### src/rtl/core/ps2_mouse_packet_tracker_assert.svh
// Assertion macros shared by the tracker RTL.
`ifndef PS2_MOUSE_PACKET_TRACKER_ASSERT_SVH
`define PS2_MOUSE_PACKET_TRACKER_ASSERT_SVH

// Checked on every clock edge outside reset.
`define PS2MT_ASSERT(label, prop, msg) \
  label: assert property (@(posedge clk) disable iff (rst) (prop)) else $error(msg);

// Checked on every clock edge, reset included.
`define PS2MT_ASSERT_ALWAYS(label, prop, msg) \
  label: assert property (@(posedge clk) (prop)) else $error(msg);

`endif

### src/rtl/core/ps2mt_pkg.sv
`timescale 1ns / 1ps

package ps2mt_pkg;

  localparam int QUEUE_DEPTH = 8;
  localparam int POS_BITS    = 12;
  localparam int PTR_W       = $clog2(QUEUE_DEPTH);
  localparam int CNT_W       = $clog2(QUEUE_DEPTH + 1);
  localparam int LIMIT_W     = 12;
  localparam int RETRY_W     = 3;
  localparam int SUM_W       = POS_BITS + 2;

  localparam logic [7:0] NULL_BYTE     = 8'h00;
  localparam logic [7:0] ACK_BYTE      = 8'hFA;
  localparam logic [7:0] RESEND_BYTE   = 8'hFE;
  localparam int         X_SIGN_IDX    = 4;
  localparam int         Y_SIGN_IDX    = 5;
  localparam logic [7:0] OVERFLOW_MASK = 8'hC0;

  localparam logic [RETRY_W-1:0] RETRY_MAX = '1;
  localparam logic [POS_BITS-1:0] POS_MAX  = '1;

  localparam logic [LIMIT_W-1:0] X_LIMIT_RST     = LIMIT_W'(79);
  localparam logic [LIMIT_W-1:0] Y_LIMIT_RST     = LIMIT_W'(24);
  localparam logic [RETRY_W-1:0] RETRY_LIMIT_RST = RETRY_W'(3);

  typedef enum logic [1:0] {
    REG_X_LIMIT     = 2'd0,
    REG_Y_LIMIT     = 2'd1,
    REG_RETRY_LIMIT = 2'd2
  } reg_index_t;

  // Per-word outcome of the command queue stage.
  typedef struct packed {
    logic       tx_valid;
    logic [7:0] tx_byte;
    logic       dropped;
    logic       abandoned;
    logic       to_packet;
  } q_res_t;

  // Per-word outcome of the packet/cursor stage.
  typedef struct packed {
    logic                moved;
    logic [POS_BITS-1:0] pos_x;
    logic [POS_BITS-1:0] pos_y;
  } cur_res_t;

  // Limits wider than the position range saturate at the top position.
  function automatic logic [POS_BITS-1:0] sat_limit(input logic [LIMIT_W-1:0] limit);
    logic [POS_BITS-1:0] r;
    if (limit > LIMIT_W'(POS_MAX)) r = POS_MAX;
    else r = POS_BITS'(limit);
    return r;
  endfunction

  function automatic logic [POS_BITS-1:0] clamp_pos(input logic signed [SUM_W-1:0] r,
                                                   input logic [POS_BITS-1:0] lim);
    logic [POS_BITS-1:0] p;
    if (r < 0) p = '0;
    else if (r > $signed({2'b00, lim})) p = lim;
    else p = POS_BITS'(r);
    return p;
  endfunction

endpackage

### src/rtl/core/ps2mt_cmd_queue.sv
`timescale 1ns / 1ps

module ps2mt_cmd_queue
  import ps2mt_pkg::*;
(
  input  logic               clk,
  input  logic               rst,
  input  logic               fire,
  input  logic               kind,
  input  logic [7:0]         data,
  input  logic [RETRY_W-1:0] retry_limit,
  output q_res_t             res
);

  logic [7:0]         store [QUEUE_DEPTH];
  logic [PTR_W-1:0]   head, head_next, head_inc;
  logic [PTR_W-1:0]   tail, tail_next, tail_inc;
  logic [CNT_W-1:0]   count, count_next;
  logic [RETRY_W-1:0] retry, retry_next;
  logic [PTR_W-1:0]   rd_addr;
  logic [7:0]         rd_data;
  logic               push;
  logic               resend_ok;

  assign head_inc  = (head == PTR_W'(QUEUE_DEPTH - 1)) ? '0 : head + PTR_W'(1);
  assign tail_inc  = (tail == PTR_W'(QUEUE_DEPTH - 1)) ? '0 : tail + PTR_W'(1);
  assign resend_ok = (retry <= retry_limit);
  // One read port: resend repeats the head, ack/abandon fetches the one after it.
  assign rd_addr   = (data == RESEND_BYTE && resend_ok) ? head : head_inc;
  assign rd_data   = store[rd_addr];

  always_comb begin
    res        = '0;
    head_next  = head;
    tail_next  = tail;
    count_next = count;
    retry_next = retry;
    push       = 1'b0;
    if (kind) begin
      if (count >= CNT_W'(QUEUE_DEPTH)) begin
        res.dropped = 1'b1;
      end else begin
        if (count == '0) begin
          res.tx_valid = 1'b1;
          res.tx_byte  = data;
        end
        push       = 1'b1;
        tail_next  = tail_inc;
        count_next = count + CNT_W'(1);
      end
    end else if (count != '0) begin
      case (data)
        NULL_BYTE: begin
        end
        ACK_BYTE: begin
          head_next  = head_inc;
          count_next = count - CNT_W'(1);
          retry_next = '0;
          if (count != CNT_W'(1)) begin
            res.tx_valid = 1'b1;
            res.tx_byte  = rd_data;
          end
        end
        RESEND_BYTE: begin
          if (resend_ok) begin
            if (retry != RETRY_MAX) retry_next = retry + RETRY_W'(1);
            res.tx_valid = 1'b1;
            res.tx_byte  = rd_data;
          end else begin
            // Give up on the head and move straight on to the next command.
            head_next     = head_inc;
            count_next    = count - CNT_W'(1);
            retry_next    = '0;
            res.abandoned = 1'b1;
            if (count != CNT_W'(1)) begin
              res.tx_valid = 1'b1;
              res.tx_byte  = rd_data;
            end
          end
        end
        default: res.to_packet = 1'b1;
      endcase
    end else begin
      res.to_packet = 1'b1;
    end
  end

  always_ff @(posedge clk) begin
    if (rst) begin
      head  <= '0;
      tail  <= '0;
      count <= '0;
      retry <= '0;
    end else if (fire) begin
      head  <= head_next;
      tail  <= tail_next;
      count <= count_next;
      retry <= retry_next;
    end
  end

  always_ff @(posedge clk) begin
    if (fire && push) begin
      store[tail] <= data;
    end
  end

  `include "ps2_mouse_packet_tracker_assert.svh"

  `PS2MT_ASSERT(a_count_range, count <= CNT_W'(QUEUE_DEPTH), "queue count beyond depth")
  `PS2MT_ASSERT(a_empty_ptrs, count == '0 |-> head == tail, "empty queue with head != tail")
  `PS2MT_ASSERT(a_drop_holds, fire && res.dropped |=> count == $past(count) && tail == $past(tail), "dropped command changed queue")

endmodule

### src/rtl/core/ps2mt_cursor.sv
`timescale 1ns / 1ps

module ps2mt_cursor
  import ps2mt_pkg::*;
(
  input  logic               clk,
  input  logic               rst,
  input  logic               fire,
  input  logic               to_packet,
  input  logic [7:0]         data,
  input  logic [LIMIT_W-1:0] x_limit,
  input  logic [LIMIT_W-1:0] y_limit,
  output cur_res_t           res
);

  typedef enum logic [1:0] {
    PH_FIRST  = 2'd0,
    PH_SECOND = 2'd1,
    PH_THIRD  = 2'd2
  } phase_t;

  phase_t              phase, phase_next;
  logic [7:0]          first_byte, first_byte_next;
  logic [7:0]          second_byte, second_byte_next;
  logic [POS_BITS-1:0] pos_x, pos_y;
  logic signed [SUM_W-1:0] dx, dy, sum_x, sum_y;

  // Nine-bit deltas: sign from the first byte, magnitude from the data bytes.
  assign dx    = SUM_W'($signed({first_byte[X_SIGN_IDX], second_byte}));
  assign dy    = -SUM_W'($signed({first_byte[Y_SIGN_IDX], data}));
  assign sum_x = $signed({2'b00, pos_x}) + dx;
  assign sum_y = $signed({2'b00, pos_y}) + dy;

  always_comb begin
    res              = '0;
    res.pos_x        = pos_x;
    res.pos_y        = pos_y;
    phase_next       = phase;
    first_byte_next  = first_byte;
    second_byte_next = second_byte;
    if (to_packet) begin
      case (phase)
        PH_SECOND: begin
          second_byte_next = data;
          phase_next       = PH_THIRD;
        end
        PH_THIRD: begin
          res.moved        = 1'b1;
          res.pos_x        = clamp_pos(sum_x, sat_limit(x_limit));
          res.pos_y        = clamp_pos(sum_y, sat_limit(y_limit));
          first_byte_next  = '0;
          second_byte_next = '0;
          phase_next       = PH_FIRST;
        end
        default: begin
          // Overflow flagged in a header byte: skip it, keep looking for a header.
          phase_next = PH_FIRST;
          if ((data & OVERFLOW_MASK) == '0) begin
            first_byte_next = data;
            phase_next      = PH_SECOND;
          end
        end
      endcase
    end
  end

  always_ff @(posedge clk) begin
    if (rst) begin
      phase       <= PH_FIRST;
      first_byte  <= '0;
      second_byte <= '0;
      pos_x       <= '0;
      pos_y       <= '0;
    end else if (fire) begin
      phase       <= phase_next;
      first_byte  <= first_byte_next;
      second_byte <= second_byte_next;
      pos_x       <= res.pos_x;
      pos_y       <= res.pos_y;
    end
  end

  `include "ps2_mouse_packet_tracker_assert.svh"

  `PS2MT_ASSERT(a_moved_third, fire && res.moved |-> phase == PH_THIRD && to_packet, "move outside third byte")
  `PS2MT_ASSERT(a_moved_clears, fire && res.moved |=> phase == PH_FIRST && first_byte == '0, "packet state not cleared after move")

endmodule

### src/rtl/core/ps2_mouse_packet_tracker.sv
`timescale 1ns / 1ps

// PS/2 mouse packet tracker.
// Input channel (in_valid / in_stall): one word per item, kind selects a host
// command byte to queue (1) or a byte received from the mouse (0), in data_byte.
// Output channel (out_valid / out_stall): exactly one result word per input
// word: tx_valid/tx_byte (byte to send to the mouse now), moved with the
// clamped cursor_x/cursor_y, command_dropped (queue full) and command_abandoned.
// Config channel (cfg_valid / cfg_ready, always ready): cfg_index 0 x_limit,
// 1 y_limit, 2 retry_limit; other indexes are ignored. Write only when idle.
// An accepted word is held in the input register, then passes through the queue
// and cursor logic into the result register. Throughput: one word per cycle
// while the output is not stalled; the queue and cursor update their state as
// each word advances, so a new word can follow straight behind the last.
// A stalled result holds in the output register while the next word waits in
// the input register; only when both are full does in_stall rise.
// Reset (rst, synchronous): queue empty, retry count 0, cursor at 0,0, packet
// assembler awaiting a header byte, limits 79 / 24 / 3.
module ps2_mouse_packet_tracker
  import ps2mt_pkg::*;
(
  input  logic                clk,
  input  logic                rst,
  input  logic                in_valid,
  output logic                in_stall,
  input  logic                kind,
  input  logic [7:0]          data_byte,
  output logic                out_valid,
  input  logic                out_stall,
  output logic                tx_valid,
  output logic [7:0]          tx_byte,
  output logic                moved,
  output logic [POS_BITS-1:0] cursor_x,
  output logic [POS_BITS-1:0] cursor_y,
  output logic                command_dropped,
  output logic                command_abandoned,
  input  logic                cfg_valid,
  output logic                cfg_ready,
  input  logic [1:0]          cfg_index,
  input  logic [LIMIT_W-1:0]  cfg_data
);

  logic               in_q_valid;
  logic               kind_q;
  logic [7:0]         byte_q;
  logic               advance;
  logic               accept;
  logic [LIMIT_W-1:0] x_limit, y_limit;
  logic [RETRY_W-1:0] retry_limit;
  q_res_t             q_res;
  cur_res_t           c_res;

  // The held word moves on whenever the result register is free or draining.
  assign advance   = in_q_valid && (!out_valid || !out_stall);
  assign in_stall  = in_q_valid && !advance;
  assign accept    = in_valid && !in_stall;
  assign cfg_ready = 1'b1;

  always_ff @(posedge clk) begin
    if (rst) begin
      in_q_valid <= 1'b0;
    end else if (accept) begin
      in_q_valid <= 1'b1;
    end else if (advance) begin
      in_q_valid <= 1'b0;
    end
  end

  always_ff @(posedge clk) begin
    if (accept) begin
      kind_q <= kind;
      byte_q <= data_byte;
    end
  end

  always_ff @(posedge clk) begin
    if (rst) begin
      x_limit     <= X_LIMIT_RST;
      y_limit     <= Y_LIMIT_RST;
      retry_limit <= RETRY_LIMIT_RST;
    end else if (cfg_valid && cfg_ready) begin
      case (cfg_index)
        REG_X_LIMIT:     x_limit     <= cfg_data;
        REG_Y_LIMIT:     y_limit     <= cfg_data;
        REG_RETRY_LIMIT: retry_limit <= cfg_data[RETRY_W-1:0];
        default: begin
        end
      endcase
    end
  end

  ps2mt_cmd_queue u_queue (
    .clk         (clk),
    .rst         (rst),
    .fire        (advance),
    .kind        (kind_q),
    .data        (byte_q),
    .retry_limit (retry_limit),
    .res         (q_res)
  );

  ps2mt_cursor u_cursor (
    .clk       (clk),
    .rst       (rst),
    .fire      (advance),
    .to_packet (q_res.to_packet),
    .data      (byte_q),
    .x_limit   (x_limit),
    .y_limit   (y_limit),
    .res       (c_res)
  );

  // Result register.
  always_ff @(posedge clk) begin
    if (rst) begin
      out_valid <= 1'b0;
    end else if (advance) begin
      out_valid <= 1'b1;
    end else if (!out_stall) begin
      out_valid <= 1'b0;
    end
  end

  always_ff @(posedge clk) begin
    if (advance) begin
      tx_valid          <= q_res.tx_valid;
      tx_byte           <= q_res.tx_byte;
      command_dropped   <= q_res.dropped;
      command_abandoned <= q_res.abandoned;
      moved             <= c_res.moved;
      cursor_x          <= c_res.pos_x;
      cursor_y          <= c_res.pos_y;
    end
  end

  `include "ps2_mouse_packet_tracker_assert.svh"

  `PS2MT_ASSERT(a_stall_cause, in_stall |-> out_valid && out_stall, "stall with result free")
  `PS2MT_ASSERT(a_advance_loads, advance |=> out_valid, "advanced word produced no result")
  `PS2MT_ASSERT_ALWAYS(a_reset_empty, rst |=> !in_q_valid && !out_valid, "not empty after reset")

endmodule
### config.mk
export PLATFORM = sky130hd
export DESIGN_NAME = ps2_mouse_packet_tracker
export DESIGN_NICKNAME = d
export VERILOG_FILES = /design/src/rtl/core/ps2mt_pkg.sv /design/src/rtl/core/ps2mt_cmd_queue.sv /design/src/rtl/core/ps2mt_cursor.sv /design/src/rtl/core/ps2_mouse_packet_tracker.sv
export VERILOG_INCLUDE_DIRS = /design/src /design/src/rtl/core
export SDC_FILE = /design/constraint.sdc
export NUM_CORES = 1
export LEC_CHECK = 0
export BUFFER_PORTS_ARGS = -buffer_cell sky130_fd_sc_hd__buf_2
export CAP_MARGIN = 20
export CORE_MARGIN = 8
export CORE_UTILIZATION = 30
export DETAILED_ROUTE_END_ITERATION = 8
export PLACE_DENSITY = 0.52
export SYNTH_ARGS = -nofsm -noshare
export SYNTH_HDL_FRONTEND = slang
export SYNTH_SLANG_ARGS = --single-unit
### constraint.sdc
create_clock -name clk -period 4.4 [get_ports clk]
set_input_delay 0.88 -clock clk [delete_from_list [all_inputs] [get_ports clk]]
set_output_delay 0.88 -clock clk [all_outputs]
set_load 0.02 [all_outputs]
==> results.txt <==
First-pass GRT wire length -> 42.1 mm
Final total power -> 3790 uW
Max_slew headroom -> 38.4%
Syn_nets -> 1069
Drt pass-1 iters -> 5
Die W -> 198 um
Ratio of cells with drive above 1 in the final layout -> 18.0%
#FFs+latches synth -> 187
Leak -> 0.00471 uW
Clk buf depth -> 2
# fillers -> 3272
Hold Path Class -> register to register
Hold slack -> 0.464 ns
Io pins -> 67
Final GP Congestion -> 0.873
DRT Wirelength -> 27.1 mm
Post-synthesis instance total -> 977
Synth cell types -> 75
DP Cell Count -> 1479
TritonCTS buffer count -> 17
Pin count of the biggest net entering global routing -> 43
Net count reported at finish -> 1158
Clk slew on worst S/H paths -> 0.07 ns
Core area -> 0.0326 mm2
Worst setup EP type -> register
Final hold vios -> 0
Row count -> 66
Layout Cells excl Fill -> 1521
Setup repair after global routing missed its margin -> yes
CP Max Fanout -> 6
Worst path arrival time -> 4.56 ns
Worst skew pair latency -> 0.46 ns
Die Ht -> 198 um
Via density -> 4.96
Root Buffer Master -> clkbuf_16
Post-synth ARST share -> 0%
Final setup TNS -> 0 ns
Post-DP HPWL -> 19.6 mm
Max Cap Viol -> 0
Seq/Total Area, Yosys -> 48.5%
Pwr/cell area -> 320 mW/mm2
CP required -> 4.71 ns
CTS Sinks -> 187
Antenna Cells -> 0
Peak VDD IR -> 279 uV
TritonCTS clock tree -> done
Post-DRT Antenna Nets -> 0
Fin crit period -> 4.25 ns
H-tree levels -> 4
Yosys warnings -> 0
Worst setup path class -> register to register
Die footprint -> 0.0393 mm2
Skew final -> 0.0194 ns
Vias -> 7540
Initial core utilization -> 30.5%
GRT Overall Usage -> 14.0%
Final setup viols -> 0
Tightest Pin Transition -> 0.917 ns
Final Max Tran Viols -> 0
Vias in the first global route -> 7360
CP startpoint kind -> register
Average size of a mapped cell -> 10.2 um2
Port-buffer cells -> 65
Initial antenna violation count -> 0
Final Worst Setup Slack -> 0.148 ns
Run status -> finished, final reports clean
Most used DFF post-synth -> edfxtp_1
First DRT Iteration DRCs -> 518
DRC violations left -> 0
Area of the mapped netlist -> 0.00996 mm2
Area Growth Syn to Fin -> 18.9%
Global route overflow -> 0
Post-synth EDFFs -> 109
Final worst-path cycle share -> 96.6%
WL per Instance -> 17.8 um
Fmax -> 0.235 GHz
Post-Place Setup Slack -> -0.0446 ns
[report_power, final]
part	internal [uW]	switching, uW	total [uW]
registers	1880	27.3	1910
clock network	813	772	1590
logic	106	187	293
[layout by cell type, fill, tap and decap left out, types with 10 or more instances in the layout]
cell       count
buf_4         44
edfxtp_1     109
xnor2_1       17
mux2i_1       72
o21ai_0       31
nand3_1       29
nand2_1      114
nand2b_1      13
a21oi_1       55
ha_1          60
a21o_1        10
nand4_1       18
nor3_1        24
o21ai_1       19
buf_2         65
inv_1         61
o211ai_1      10
dfxtp_1       76
nor2_1        58
clkbuf_16     17
[cell usage after synthesis, types with 18 or more instances]
cell type	number	area [um2]
o21ai_1	22	110
a21oi_1	60	300
o21ai_0	32	160
inv_1	62	233
nor3_1	25	125
ha_1	62	776
mux2i_1	82	821
nor2_1	58	218
nand2_1	114	428
edfxtp_1	109	3270
nand4_1	18	113
clkbuf_1	32	120
nand3_1	29	145
dfxtp_1	78	1560
xnor2_1	18	158
[final cells by class]
class,instances,area [um2],share of cell area (%)
Multi-Input combinational cell,684,4900,41.4
Sequential cell,187,4840,40.9
Timing Repair Buffer,114,721,6.09
Tap cell,442,553,4.67
Clock buffer,17,425,3.59
Inverter,62,233,1.97
Clock inverter,15,173,1.46
[sequential cells by signal, indices dropped and copies added, names as in the netlist, 2 cells and up]
signal	flops
byte_q	8
cursor_x	12
cursor_y	12
retry_limit	3
tx_byte	8
u_cursor.first_byte	2
u_cursor.phase	2
u_cursor.pos_x	12
u_cursor.pos_y	12
u_cursor.second_byte	8
u_queue.count	4
u_queue.head	3
u_queue.retry	3
u_queue.store	64
u_queue.tail	3
x_limit	12
y_limit	12
[routing by layer]
| metal | track usage [%] | vias up | share of wire [%] |
|---|---|---|---|
| met3 | 2.67 | 27 | 3.5 |
| met2 | 22.7 | 129 | 47 |
| met1 | 18.4 | 3650 | 47 |
| li1 | - | 3734 | - |
| met5 | 0 | - | 0 |
| met4 | 4.73 | 0 | 1.9 |
[worst paths after layout]
check / start / end / slack [ns] / cells past startpoint
min: y_limit[9] / y_limit[9] / 0.46 / 2
min reg2reg: y_limit[9] / y_limit[9] / 0.46 / 2
max reg2reg: u_cursor.pos_y[0] / u_cursor.pos_y[5] / 0.15 / 19
max: u_cursor.pos_y[0] / u_cursor.pos_y[5] / 0.15 / 19
[worst max-delay path, cell delays in order (launching register included)]
cell and delay (ns):
dfxtp_1 0.32, inv_1 0.08, ha_1 0.18, inv_1 0.06, fa_1 0.40, a21o_1 0.21
a21oi_2 0.15, o21ai_0 0.12, a31oi_1 0.26, a21boi_1 0.11, xnor2_1 0.22, inv_1 0.09
ha_1 0.32, nand3_1 0.12, or3_1 0.38, or3_4 0.35, o31a_2 0.17, nor2_4 0.24
buf_4 0.19, o311ai_0 0.12
[cell families after synthesis]
logic type                 Yosys count  share of synthesized area, %
AOI/OAI and AO/OA                  201                          13.2
DFF                                187                          48.5
xor gates and xnor gates            24                          2.11
and+or+nand+nor                    310                          15.1
muxes                               83                          8.36
buffers and inverters              107                          4.49
other                                1                        0.0377
adders and majority gates           64                          8.19
[through the flow]
stage | area, um2 | utilization [%]
floorplan | 9960 | -
global placement | 11000 | 33.6
detailed placement | 11000 | 33.6
CTS | 11600 | 35.4
global route | 11800 | 36.3
finish | 11800 | 36.3
[repair_timing]
item | 4_1_cts | 5_1_grt
hold buffers | 0 | 0
pin swaps | 0 | 15
cloned | 0 | 1
resized for setup | 2 | 43
setup endpoints to repair | 9 | 42
buffers inserted | 0 | 8
Power figures use the tool's default switching activity.
